==> config.mk <==
export PLATFORM = sky130hd
export DESIGN_NAME = cthn_ctrl
export DESIGN_NICKNAME = d
export VERILOG_FILES = /design/src/sv/cthn_pkg.sv /design/src/sv/cthn_ctrl.sv
export SDC_FILE = /design/constraint.sdc
export NUM_CORES = 1
export LEC_CHECK = 0
export BUFFER_PORTS_ARGS = -buffer_cell sky130_fd_sc_hd__buf_2
export CAP_MARGIN = 20
export CORE_MARGIN = 1
export CORE_UTILIZATION = 50
export DETAILED_ROUTE_END_ITERATION = 16
export GPL_TIMING_DRIVEN = 0
export PLACE_DENSITY = 0.79
export REMOVE_ABC_BUFFERS = 1
export SETUP_SLACK_MARGIN = 0.05
export SLEW_MARGIN = 20
export SYNTH_ARGS = -nofsm -noshare
export SYNTH_HDL_FRONTEND = slang
export SYNTH_SLANG_ARGS = --single-unit
==> constraint.sdc <==
create_clock -name i_clk -period 3.5 [get_ports i_clk]
set_input_delay 0.7 -clock i_clk [delete_from_list [all_inputs] [get_ports i_clk]]
set_output_delay 0.7 -clock i_clk [all_outputs]
set_load 0.01 [all_outputs]
==> src/sv/cthn_pkg.sv <==
// Shared types and constants for the two-hop neighbourhood unit.
package cthn_pkg;

    localparam int MAX_VERTICES = 1024;
    localparam int MAX_EDGES    = 8192;

    localparam int VW  = $clog2(MAX_VERTICES);
    localparam int NVW = $clog2(MAX_VERTICES + 1);
    localparam int RW  = $clog2(MAX_VERTICES + 1);
    localparam int EW  = $clog2(MAX_EDGES + 1);
    localparam int CW  = $clog2(MAX_EDGES);

    localparam int REQ_W   = 2;
    localparam int INDEX_W = 13;
    localparam int VALUE_W = 14;
    localparam int QV_W    = 10;
    localparam int FV_W    = 10;
    localparam int FC_W    = 11;
    localparam int VC_W    = 11;

    localparam logic [VC_W-1:0] VC_RESET = 11'd1024;
    localparam logic            HOP_TWO_RESET = 1'b1;

    typedef enum logic [REQ_W-1:0] {
        REQ_ROW_WR = 2'd0,
        REQ_COL_WR = 2'd1,
        REQ_EXPAND = 2'd2,
        REQ_READ   = 2'd3
    } t_req;

    typedef enum logic {
        CFG_HOP_DEPTH    = 1'b0,
        CFG_VERTEX_COUNT = 1'b1
    } t_cfg_reg;

    typedef enum logic [3:0] {
        ST_INIT,
        ST_IDLE,
        ST_READ,
        ST_CLR_RD,
        ST_CLR_WR,
        ST_ROW0,
        ST_ROW1,
        ST_ROW2,
        ST_COL,
        ST_NB,
        ST_NBW,
        ST_OUT,
        ST_OUTNB
    } t_state;

    typedef struct packed {
        logic row_we;
        logic col_we;
    } t_graph_ctl;

    typedef struct packed {
        logic vis_we;
        logic vis_set;
        logic fnd_we;
    } t_visit_ctl;

endpackage

==> src/sv/cthn_ctrl.sv <==
// Request decode, expansion sequencer and result register.
module cthn_ctrl import cthn_pkg::*; (
    input  logic               i_clk,
    input  logic               i_rst_n,
    input  logic               i_start,
    output logic               o_busy,
    input  logic [REQ_W-1:0]   i_req_type,
    input  logic [INDEX_W-1:0] i_index,
    input  logic [VALUE_W-1:0] i_value,
    input  logic [QV_W-1:0]    i_query_vertex,
    input  logic               i_hop_two,
    input  logic [VC_W-1:0]    i_vertex_count,
    output logic               o_strobe,
    output logic               o_status,
    output logic [FV_W-1:0]    o_found_vertex,
    output logic [FC_W-1:0]    o_found_count,
    output t_graph_ctl         o_gctl,
    output logic [RW-1:0]      o_row_waddr,
    output logic [EW-1:0]      o_row_wdata,
    output logic [RW-1:0]      o_row_raddr,
    input  logic [EW-1:0]      i_row_rdata,
    output logic [CW-1:0]      o_col_waddr,
    output logic [VW-1:0]      o_col_wdata,
    output logic [CW-1:0]      o_col_raddr,
    input  logic [VW-1:0]      i_col_rdata,
    output t_visit_ctl         o_vctl,
    output logic [VW-1:0]      o_vis_raddr,
    output logic [VW-1:0]      o_vis_waddr,
    input  logic               i_vis_rdata,
    output logic [VW-1:0]      o_fnd_raddr,
    output logic [VW-1:0]      o_fnd_waddr,
    output logic [VW-1:0]      o_fnd_wdata,
    input  logic [VW-1:0]      i_fnd_rdata
);

    t_state          r_state, n_state;
    logic [NVW-1:0]  r_ci, n_ci;
    logic [NVW-1:0]  r_ft, n_ft;
    logic            r_strobe, n_strobe;
    logic            r_status, n_status;
    logic [FV_W-1:0] r_fv, n_fv;
    logic [VW-1:0]   r_v, n_v;
    logic [VW-1:0]   r_u, n_u;
    logic            r_level, n_level;
    logic [EW-1:0]   r_lo, n_lo;
    logic [EW-1:0]   r_hi, n_hi;
    logic [EW-1:0]   r_e, n_e;
    logic [EW-1:0]   r_oe, n_oe;
    logic [EW-1:0]   r_ohi, n_ohi;

    logic            accept;
    logic [NVW-1:0]  nv;
    logic            qv_ok;
    logic            row_ok;
    logic            col_ok;
    logic            rd_ok;
    logic            ft_room;
    logic            clr_last;
    logic            init_last;
    logic            nb_ok;
    logic            walk_end;
    logic            outer_end;

    assign accept    = i_start && (r_state == ST_IDLE);
    assign nv        = (32'(i_vertex_count) > 32'(MAX_VERTICES)) ? NVW'(MAX_VERTICES)
                                                                 : NVW'(i_vertex_count);
    assign qv_ok     = 32'(i_query_vertex) < 32'(nv);
    assign row_ok    = 32'(i_index) <= 32'(MAX_VERTICES);
    assign col_ok    = (32'(i_index) < 32'(MAX_EDGES)) && (32'(i_value) < 32'(MAX_VERTICES));
    assign rd_ok     = 32'(i_index) < 32'(r_ft);
    assign ft_room   = 32'(r_ft) < 32'(MAX_VERTICES);
    assign clr_last  = NVW'(r_ci + 1'b1) == r_ft;
    assign init_last = 32'(r_ci) == 32'(MAX_VERTICES - 1);
    assign nb_ok     = 32'(i_col_rdata) < 32'(nv);
    assign walk_end  = r_e == r_hi;
    assign outer_end = r_oe == r_ohi;

    // memory addressing
    assign o_row_waddr = RW'(i_index);
    assign o_row_wdata = (32'(i_value) > 32'(MAX_EDGES)) ? EW'(MAX_EDGES) : EW'(i_value);
    assign o_col_waddr = CW'(i_index);
    assign o_col_wdata = VW'(i_value);
    assign o_row_raddr = (r_state == ST_ROW1) ? RW'(r_v) + 1'b1 : RW'(r_v);
    assign o_col_raddr = (r_state == ST_OUT) ? r_oe[CW-1:0] : r_e[CW-1:0];
    assign o_vis_raddr = (r_state == ST_NB) ? i_col_rdata : r_v;
    assign o_fnd_raddr = (r_state == ST_IDLE) ? VW'(i_index) : r_ci[VW-1:0];
    assign o_fnd_waddr = r_ft[VW-1:0];
    assign o_fnd_wdata = (r_state == ST_NBW) ? r_u : r_v;

    always_comb begin
        n_state = r_state;
        unique case (r_state)
            ST_INIT: begin
                if (init_last) begin
                    n_state = ST_IDLE;
                end
            end
            ST_IDLE: begin
                if (accept) begin
                    unique case (t_req'(i_req_type)) inside
                        REQ_EXPAND: begin
                            if (qv_ok) begin
                                n_state = (r_ft == '0) ? ST_ROW0 : ST_CLR_RD;
                            end
                        end
                        REQ_READ:               n_state = ST_READ;
                        REQ_ROW_WR, REQ_COL_WR: n_state = ST_IDLE;
                        default:                n_state = ST_IDLE;
                    endcase
                end
            end
            ST_READ:   n_state = ST_IDLE;
            ST_CLR_RD: n_state = ST_CLR_WR;
            ST_CLR_WR: n_state = clr_last ? ST_ROW0 : ST_CLR_RD;
            ST_ROW0:   n_state = ST_ROW1;
            ST_ROW1:   n_state = ST_ROW2;
            ST_ROW2:   n_state = ST_COL;
            ST_COL: begin
                if (walk_end) begin
                    n_state = (r_level || i_hop_two) ? ST_OUT : ST_IDLE;
                end else begin
                    n_state = ST_NB;
                end
            end
            ST_NB:     n_state = nb_ok ? ST_NBW : ST_COL;
            ST_NBW:    n_state = ST_COL;
            ST_OUT:    n_state = outer_end ? ST_IDLE : ST_OUTNB;
            ST_OUTNB:  n_state = nb_ok ? ST_ROW0 : ST_OUT;
            default:   n_state = ST_IDLE;
        endcase
    end

    always_comb begin
        n_ci        = r_ci;
        n_ft        = r_ft;
        n_strobe    = 1'b0;
        n_status    = r_status;
        n_fv        = r_fv;
        n_v         = r_v;
        n_u         = r_u;
        n_level     = r_level;
        n_lo        = r_lo;
        n_hi        = r_hi;
        n_e         = r_e;
        n_oe        = r_oe;
        n_ohi       = r_ohi;
        o_gctl      = '0;
        o_vctl      = '0;
        o_vis_waddr = r_v;
        unique case (r_state)
            ST_INIT: begin
                o_vctl.vis_we = 1'b1;
                o_vis_waddr   = r_ci[VW-1:0];
                n_ci          = r_ci + 1'b1;
            end
            ST_IDLE: begin
                if (accept) begin
                    unique case (t_req'(i_req_type))
                        REQ_ROW_WR: begin
                            o_gctl.row_we = row_ok;
                            n_strobe      = 1'b1;
                            n_status      = !row_ok;
                            n_fv          = '0;
                        end
                        REQ_COL_WR: begin
                            o_gctl.col_we = col_ok;
                            n_strobe      = 1'b1;
                            n_status      = !col_ok;
                            n_fv          = '0;
                        end
                        REQ_EXPAND: begin
                            n_status = !qv_ok;
                            n_fv     = '0;
                            n_strobe = !qv_ok;
                            n_v      = VW'(i_query_vertex);
                            n_level  = 1'b0;
                            n_ci     = '0;
                        end
                        REQ_READ: begin
                            n_status = !rd_ok;
                        end
                        default: begin
                        end
                    endcase
                end
            end
            ST_READ: begin
                n_strobe = 1'b1;
                n_fv     = r_status ? '0 : FV_W'(i_fnd_rdata);
            end
            ST_CLR_RD: begin
            end
            ST_CLR_WR: begin
                o_vctl.vis_we = 1'b1;
                o_vis_waddr   = i_fnd_rdata;
                n_ci          = r_ci + 1'b1;
                if (clr_last) begin
                    n_ft = '0;
                end
            end
            ST_ROW0: begin
            end
            ST_ROW1: begin
                n_lo = i_row_rdata;
                if (!i_vis_rdata && ft_room) begin
                    o_vctl.vis_we  = 1'b1;
                    o_vctl.vis_set = 1'b1;
                    o_vctl.fnd_we  = 1'b1;
                    n_ft           = r_ft + 1'b1;
                end
            end
            ST_ROW2: begin
                n_hi = (i_row_rdata < r_lo) ? r_lo : i_row_rdata;
                n_e  = r_lo;
            end
            ST_COL: begin
                if (walk_end) begin
                    if (!r_level && i_hop_two) begin
                        n_oe    = r_lo;
                        n_ohi   = r_hi;
                        n_level = 1'b1;
                    end else if (!r_level) begin
                        n_strobe = 1'b1;
                        n_status = 1'b0;
                        n_fv     = '0;
                    end
                end else begin
                    n_e = r_e + 1'b1;
                end
            end
            ST_NB: begin
                n_u = i_col_rdata;
            end
            ST_NBW: begin
                o_vis_waddr = r_u;
                if (!i_vis_rdata && ft_room) begin
                    o_vctl.vis_we  = 1'b1;
                    o_vctl.vis_set = 1'b1;
                    o_vctl.fnd_we  = 1'b1;
                    n_ft           = r_ft + 1'b1;
                end
            end
            ST_OUT: begin
                if (outer_end) begin
                    n_strobe = 1'b1;
                    n_status = 1'b0;
                    n_fv     = '0;
                end else begin
                    n_oe = r_oe + 1'b1;
                end
            end
            ST_OUTNB: begin
                n_v = i_col_rdata;
            end
            default: begin
            end
        endcase
    end

    always_ff @(posedge i_clk) begin
        if (!i_rst_n) begin
            r_state  <= ST_INIT;
            r_ci     <= '0;
            r_ft     <= '0;
            r_strobe <= 1'b0;
        end else begin
            r_state  <= n_state;
            r_ci     <= n_ci;
            r_ft     <= n_ft;
            r_strobe <= n_strobe;
        end
    end

    always_ff @(posedge i_clk) begin
        r_status <= n_status;
        r_fv     <= n_fv;
        r_v      <= n_v;
        r_u      <= n_u;
        r_level  <= n_level;
        r_lo     <= n_lo;
        r_hi     <= n_hi;
        r_e      <= n_e;
        r_oe     <= n_oe;
        r_ohi    <= n_ohi;
    end

    assign o_busy         = r_state != ST_IDLE;
    assign o_strobe       = r_strobe;
    assign o_status       = r_status;
    assign o_found_vertex = r_fv;
    assign o_found_count  = FC_W'(r_ft);

    a_no_strobe_busy: assert property (@(posedge i_clk) disable iff (!i_rst_n)
        (r_state != ST_IDLE) |-> !r_strobe)
        else $error("result strobe while sequencer busy");

    a_found_bound: assert property (@(posedge i_clk) disable iff (!i_rst_n)
        32'(r_ft) <= 32'(MAX_VERTICES))
        else $error("found count beyond capacity");

    a_found_room: assert property (@(posedge i_clk) disable iff (!i_rst_n)
        o_vctl.fnd_we |-> (32'(r_ft) < 32'(MAX_VERTICES)))
        else $error("found list written when full");

    a_walk_bound: assert property (@(posedge i_clk) disable iff (!i_rst_n)
        (r_state == ST_COL) |-> (r_e <= r_hi))
        else $error("edge pointer passed row end");

    a_write_idle: assert property (@(posedge i_clk) disable iff (!i_rst_n)
        (o_gctl.row_we || o_gctl.col_we) |-> (r_state == ST_IDLE) && i_start)
        else $error("graph write outside a request transfer");

endmodule

==> flow_summary.ini, run 1 <==
[sta]
finalMaxSlewViolations = 0
hold_slack_ns = 0.475
finalHoldViolCount = 0
period_needed_ns = 3.31
worst_slack_ns = 0.190
fin_crit_sh_pct = 94.6
worst_clock_skew_ns = 0.0103
tightest_slew_ns = 0.988
setup_viol = 0
clock.fmax_ghz = 0.302
max_slew_margin_pct = 33.3

[logic_synthesis]
yosys_warnings = 0
synthAdderAreaFrac_pct = 6.57
synth.distinct_cells = 69
synth_compound_area_share_pct = 11.5
synthArstFlopShare_pct = 0
syn_area_per_cell_um2 = 9.56
muxShareOfSynthArea_pct = 7.12
synth-seq-cells = 129
yosys.area_share.simple_pct = 19.1
ys.flop_type = edfxtp_1
synth_top_family_by_area = simple AND/OR/NAND/NOR gates
synth_edf_count = 102
synth_cells = 936
synth_xor_area_share_pct = 8.03
syn_area_um2 = 8950
synth-seq-area-share_pct = 40.3

[clocking]
insertion_delay_ns = 0.43
cts_made_buffers = 17
clk_path_buf_depth = 2
clkTransAtPathRegs_ns = 0.06
cts_hold_buffers = 0
root_buffer = clkbuf_16
htree_levels = 4
cts_sinks = 129
cts_tree = yes

[worst_setup_path]
required_ns = 3.82
worst-r2r-cell-count = 9
crit_path_start_kind = flip-flop
critPathMaxStageDelay_ns = 0.54
crit_arrival_ns = 3.63
cp_max_fo = 12
crit_type = flip-flop to flip-flop
slowest_stage = dfxtp_1
reg2reg_from = r_ci[0]
rr_endpoint = o_found_count[9]
r2r_slack_ns = 0.19
crit_chain = ha_1 > and4_4 > nand2_2 > or4_4 > a211oi_2 > a41oi_4 > nor4_2 > nor3_1 > a21o_1
endpoint_kind = flip-flop

[power]
vdd_drop_max_mv = 0.356
static-leakage-power_uw = 0.00440
p_per_area_nw_per_um2 = 335

[global_route]
grt_max_degree = 38
grt_pass1_wl_um = 39000
grt.overflow.total = 0
antenna_found_initial = 0
grt_pass1_vias = 7434
track_usage_pct = 27.8

[placement]
pre_cts_ws_ns = -0.0238
place_congestion = 0.930
placed_area_um2 = 10100
io_buffers = 239
dp_hpwl_um = 19300

[routing]
wl_um = 25700
firstDrtPassIters = 7
vias = 7912
ant_nets = 0
vias_per_cell = 5.84
wire_per_inst_um = 18.9
drtIter0Drc = 558
drc = 0

[floorplanning]
die_area_um2 = 18400
pin_count = 240
row_count = 48
die_width_um = 136
start_util_pct = 51.4
dieHeight_um = 136
core_area_um2 = 17400

[run]
max_cap_violations = 0

[cells_and_area]
layout-drive-gt1-share_pct = 32.8
antenna_cells = 0
fin_area_um2 = 10700
fin_nets = 1253
syn2layout_area_growth_pct = 19.5

[hold_path]
min_from = r_hi[12]
holdPathStages = 0
min_path_type = flip-flop to flip-flop
holdPathEnd = r_ohi[12]

[outcome]
outcome = complete, no violations
[power breakdown]
group / switching (µW) / total [µW] / internal (µW)
combinational: 163 / 301 / 138
sequential: 7.92 / 1650 / 1640
clock: 672 / 1630 / 962
total: 843 / 3580 / 2740
[layout make-up]
cell class,instances,area (µm²)
clock buffer,20,437
clock inverter,12,93.8
fill,1471,6720
inverter,38,143
multi-input combinational,680,4800
sequential,129,3610
tap,225,282
timing repair buffer,251,1330
[cells in the mapped netlist, types with 5 or more instances]
cell,n,area (µm²)
a211oi_1,7,52.6
a21boi_0,5,37.5
a21o_1,16,120
a21oi_1,31,155
a222oi_1,8,80.1
a31oi_1,7,43.8
and2_1,16,100
and3_1,9,56.3
buf_4,47,353
clkbuf_1,37,139
dfxtp_1,27,541
edfxtp_1,102,3060
ha_1,47,588
inv_1,38,143
mux2_2,53,597
nand2_1,113,424
nand2b_1,19,119
nand3_1,25,125
nand4_1,15,93.8
nor2_1,51,191
nor2b_1,27,169
nor3_1,21,105
nor4_1,8,50.1
o21ai_0,49,245
o21ai_1,5,25.0
or3_1,8,50.1
xnor2_1,56,490
xor2_1,26,228
[how the worst max path moves through the flow]
stage	start	end	slack, ns	cells past startpoint
6_report	r_ci[0]	o_found_count[9]	0.19	9
5_1_grt	r_ci[0]	o_found_count[9]	-0.008	9
4_1_cts	r_ci[0]	o_found_count[9]	0.05	9
3_5_place_dp	r_e[4]	o_found_vertex[0]	-0.02	9
3_3_place_gp	r_state[2]	o_row_raddr[9]	-1.63	7
2_1_floorplan	r_state[2]	o_found_count[9]	-0.43	8
[critical path: cells and delay by family, from the launching register on]
kind / cells / cell delay (ns)
compound gates: 3 / 0.89
fa+ha+maj: 1 / 0.36
flops: 1 / 0.54
simple gates: 5 / 1.40
[stage by stage]
step	instances	power (µW)	utilization [%]	setup TNS, ns
final	1355	3580	61.4	0
after global routing	1355	3680	61.4	-0.00812
after CTS	1353	3600	61.1	0
after detailed placement	1321	1980	57.8	-0.141
after global placement	1311	1970	56.9	-70.15
after floorplan	847	1810	-	-4.52
[registers in the layout, summed over array words and instances, names as in the netlist]
signal and cells:
r_e 14, r_hi 14, r_lo 14, r_oe 14
r_ohi 14, o_found_count 11, r_ci 11, o_found_vertex 10
r_u 10, r_v 10, r_state 4, o_status 1
o_strobe 1, r_level 1
[routing by layer]
| metal | vias up | wire [µm] | share of wire, % | global-route usage (%) |
|---|---|---|---|---|
| li1 | 3685 | - | - | - |
| met1 | 3793 | 10400 | 40 | 33.9 |
| met2 | 368 | 12800 | 50 | 47.3 |
| met3 | 66 | 1660 | 6.5 | 5.05 |
| met4 | 0 | 812 | 3.2 | 13.1 |
| met5 | - | 0 | 0 | 0 |
[cells in the final DEF, fill, tap and decap left out, drive strengths merged, types with 5 or more instances in the layout]
cell    count
buf       250
nand2     114
edfxtp    102
xnor2      56
o21ai      54
mux2       53
nor2       52
ha         47
inv        38
a21oi      31
nor2b      27
dfxtp      27
xor2       26
nand3      25
clkbuf     21
nor3       21
nand2b     19
and2       16
a21o       16
nand4      15
nor4       12
and3        9
or3         8
a222oi      8
a211oi      8
a31oi       7
clkinv      7
a21boi      5
[timing repair]
item,in CTS,in global routing
gates resized for setup,11,6
setup endpoints to repair,38,22
setup buffers,0,2
pin swaps,0,1
[cell families (layout without fill, tap and decap cells)]
logic type,after synthesis,count (layout)
simple gates,336,336
fa+ha+maj,47,47
compound gates,158,158
buf+inv,127,321
mux,57,57
flops,129,129
xor+xnor,82,82
(Power assumes the default switching activity.)
==> inputs of run 2 (changes only) <==
Settings changed: CTS_BUF_LIST set to sky130_fd_sc_hd__clkbuf_16.
==> flow_summary.ini, run 2 (synthesized netlist as in run 1, its figures left out) <==
[floorplanning]
die_area_um2 = 18400
start_util_pct = 51.4
core_area_um2 = 17400
die_width_um = 136
row_count = 48
pin_count = 240
dieHeight_um = 136

[placement]
placed_area_um2 = 10100
place_congestion = 0.930
dp_hpwl_um = 19300
io_buffers = 239

[global_route]
antenna_found_initial = 0
grt.overflow.total = 0
grt_max_degree = 38
track_usage_pct = 27.8
grt_pass1_wl_um = 39000
grt_pass1_vias = 7434

[routing]
firstDrtPassIters = 7
vias = 7904
drtIter0Drc = 558
drc = 0
vias_per_cell = 5.83
wl_um = 25700
wire_per_inst_um = 18.9
ant_nets = 0

[worst_setup_path]
crit_path_start_kind = flip-flop
cp_max_fo = 12
reg2reg_from = r_ci[0]
cp_top_family = simple AND/OR/NAND/NOR gates
endpoint_kind = flip-flop
startpoint = r_ci[0]
crit_type = flip-flop to flip-flop
r2r_slack_ns = 0.18
slowest_stage = dfxtp_1
rr_endpoint = o_found_count[9]
crit_arrival_ns = 3.64
crit_chain = ha_1 > and4_4 > nand2_2 > or4_4 > a211oi_2 > a41oi_4 > nor4_2 > nor3_1 > a21o_1
critPathMaxStageDelay_ns = 0.55
worst-r2r-cell-count = 9
critPathBufInv = 0
required_ns = 3.82

[clocking]
clkTransAtPathRegs_ns = 0.06
cts_sinks = 129
htree_levels = 4
insertion_delay_ns = 0.42
cts_made_buffers = 17
root_buffer = clkbuf_16
cts_tree = yes
clk_path_buf_depth = 2

[cells_and_area]
syn2layout_area_growth_pct = 19.5
fill_cells = 1471
antenna_cells = 0
fin_util_pct = 61.4
layout-drive-gt1-share_pct = 32.8
final_cell_mix = 239 x buf_2, 112 x nand2_1, 102 x edfxtp_1
fin_area_um2 = 10700
fin_nets = 1253
layout_commonest_cell = buf_2

[hold_path]
holdPathStages = 0
min_from = r_hi[12]
min_path_type = flip-flop to flip-flop
holdPathEnd = r_ohi[12]

[sta]
finalHoldViolCount = 0
clock.fmax_ghz = 0.301
finalMaxSlewViolations = 0
setup_viol = 0
fin_tns_setup_ns = 0
worst_clock_skew_ns = 0.00864
period_needed_ns = 3.32
tightest_slew_ns = 0.987
max_slew_margin_pct = 33.3
fin_crit_sh_pct = 95.0

[power]
p_per_area_nw_per_um2 = 334
static-leakage-power_uw = 0.00441
vdd_drop_max_mv = 0.356

[run]
max_cap_violations = 0

[outcome]
outcome = complete, no violations
run 2: through the flow:
step	setup WS [ns]	cells	power (µW)	hold slack (ns)
2_1_floorplan	-0.432	847	1810	0.448
3_3_place_gp	-1.63	1311	1970	0.462
3_5_place_dp	-0.0238	1321	1980	0.464
4_1_cts	0.0538	1353	3590	0.464
5_1_grt	-0.00812	1355	3670	0.478
6_report	0.176	1355	3580	0.476
run 2: report_power, final:
group	internal, µW	switching (µW)
logic	138	163
clock network	953	672
registers	1640	8.07
total	2730	843
run 2: worst register-to-register path, delay by kind of cell, from the launching register on:
family | cells | cell delay, ns
adders and majority gates | 1 | 0.37
AOI/OAI and AO/OA | 3 | 0.89
and+or+nand+nor | 5 | 1.42
DFF | 1 | 0.55
run 2: area by class of cell:
cell class                 count  area, µm²  share of cell area, %
multi-input combinational    680       4800                   44.9
sequential                   129       3610                   33.8
timing repair buffer         251       1330                   12.4
tap                          225        282                   2.63
clock buffer                  17        425                   3.98
inverter                      38        143                   1.33
clock inverter                15        105                  0.983
run 2: how the worst max path moves through the flow:
| stage | end | slack (ns) | depth (start not counted) |
|---|---|---|---|
| global route | o_found_count[9] | -0.008 | 9 |
| global placement | o_row_raddr[9] | -1.63 | 7 |
| finish | o_found_count[9] | 0.18 | 9 |
| floorplan | o_found_count[9] | -0.43 | 8 |
| detailed placement | o_found_vertex[0] | -0.02 | 9 |
| CTS | o_found_count[9] | 0.05 | 9 |
run 2: repair_timing:
action                     CTS  global route
setup endpoints to repair   38            22
setup buffers                0             2
pin swaps                    0             1
resized for setup           11             6
hold buffers                 0             0
run 2: metal layers:
layer	vias up	GRT usage [%]	share of wire (%)
li1	3685	-	-
met1	3786	33.9	40
met2	368	47.3	50
met3	65	5.05	6.6
met4	0	13.1	3.2
met5	-	0	0
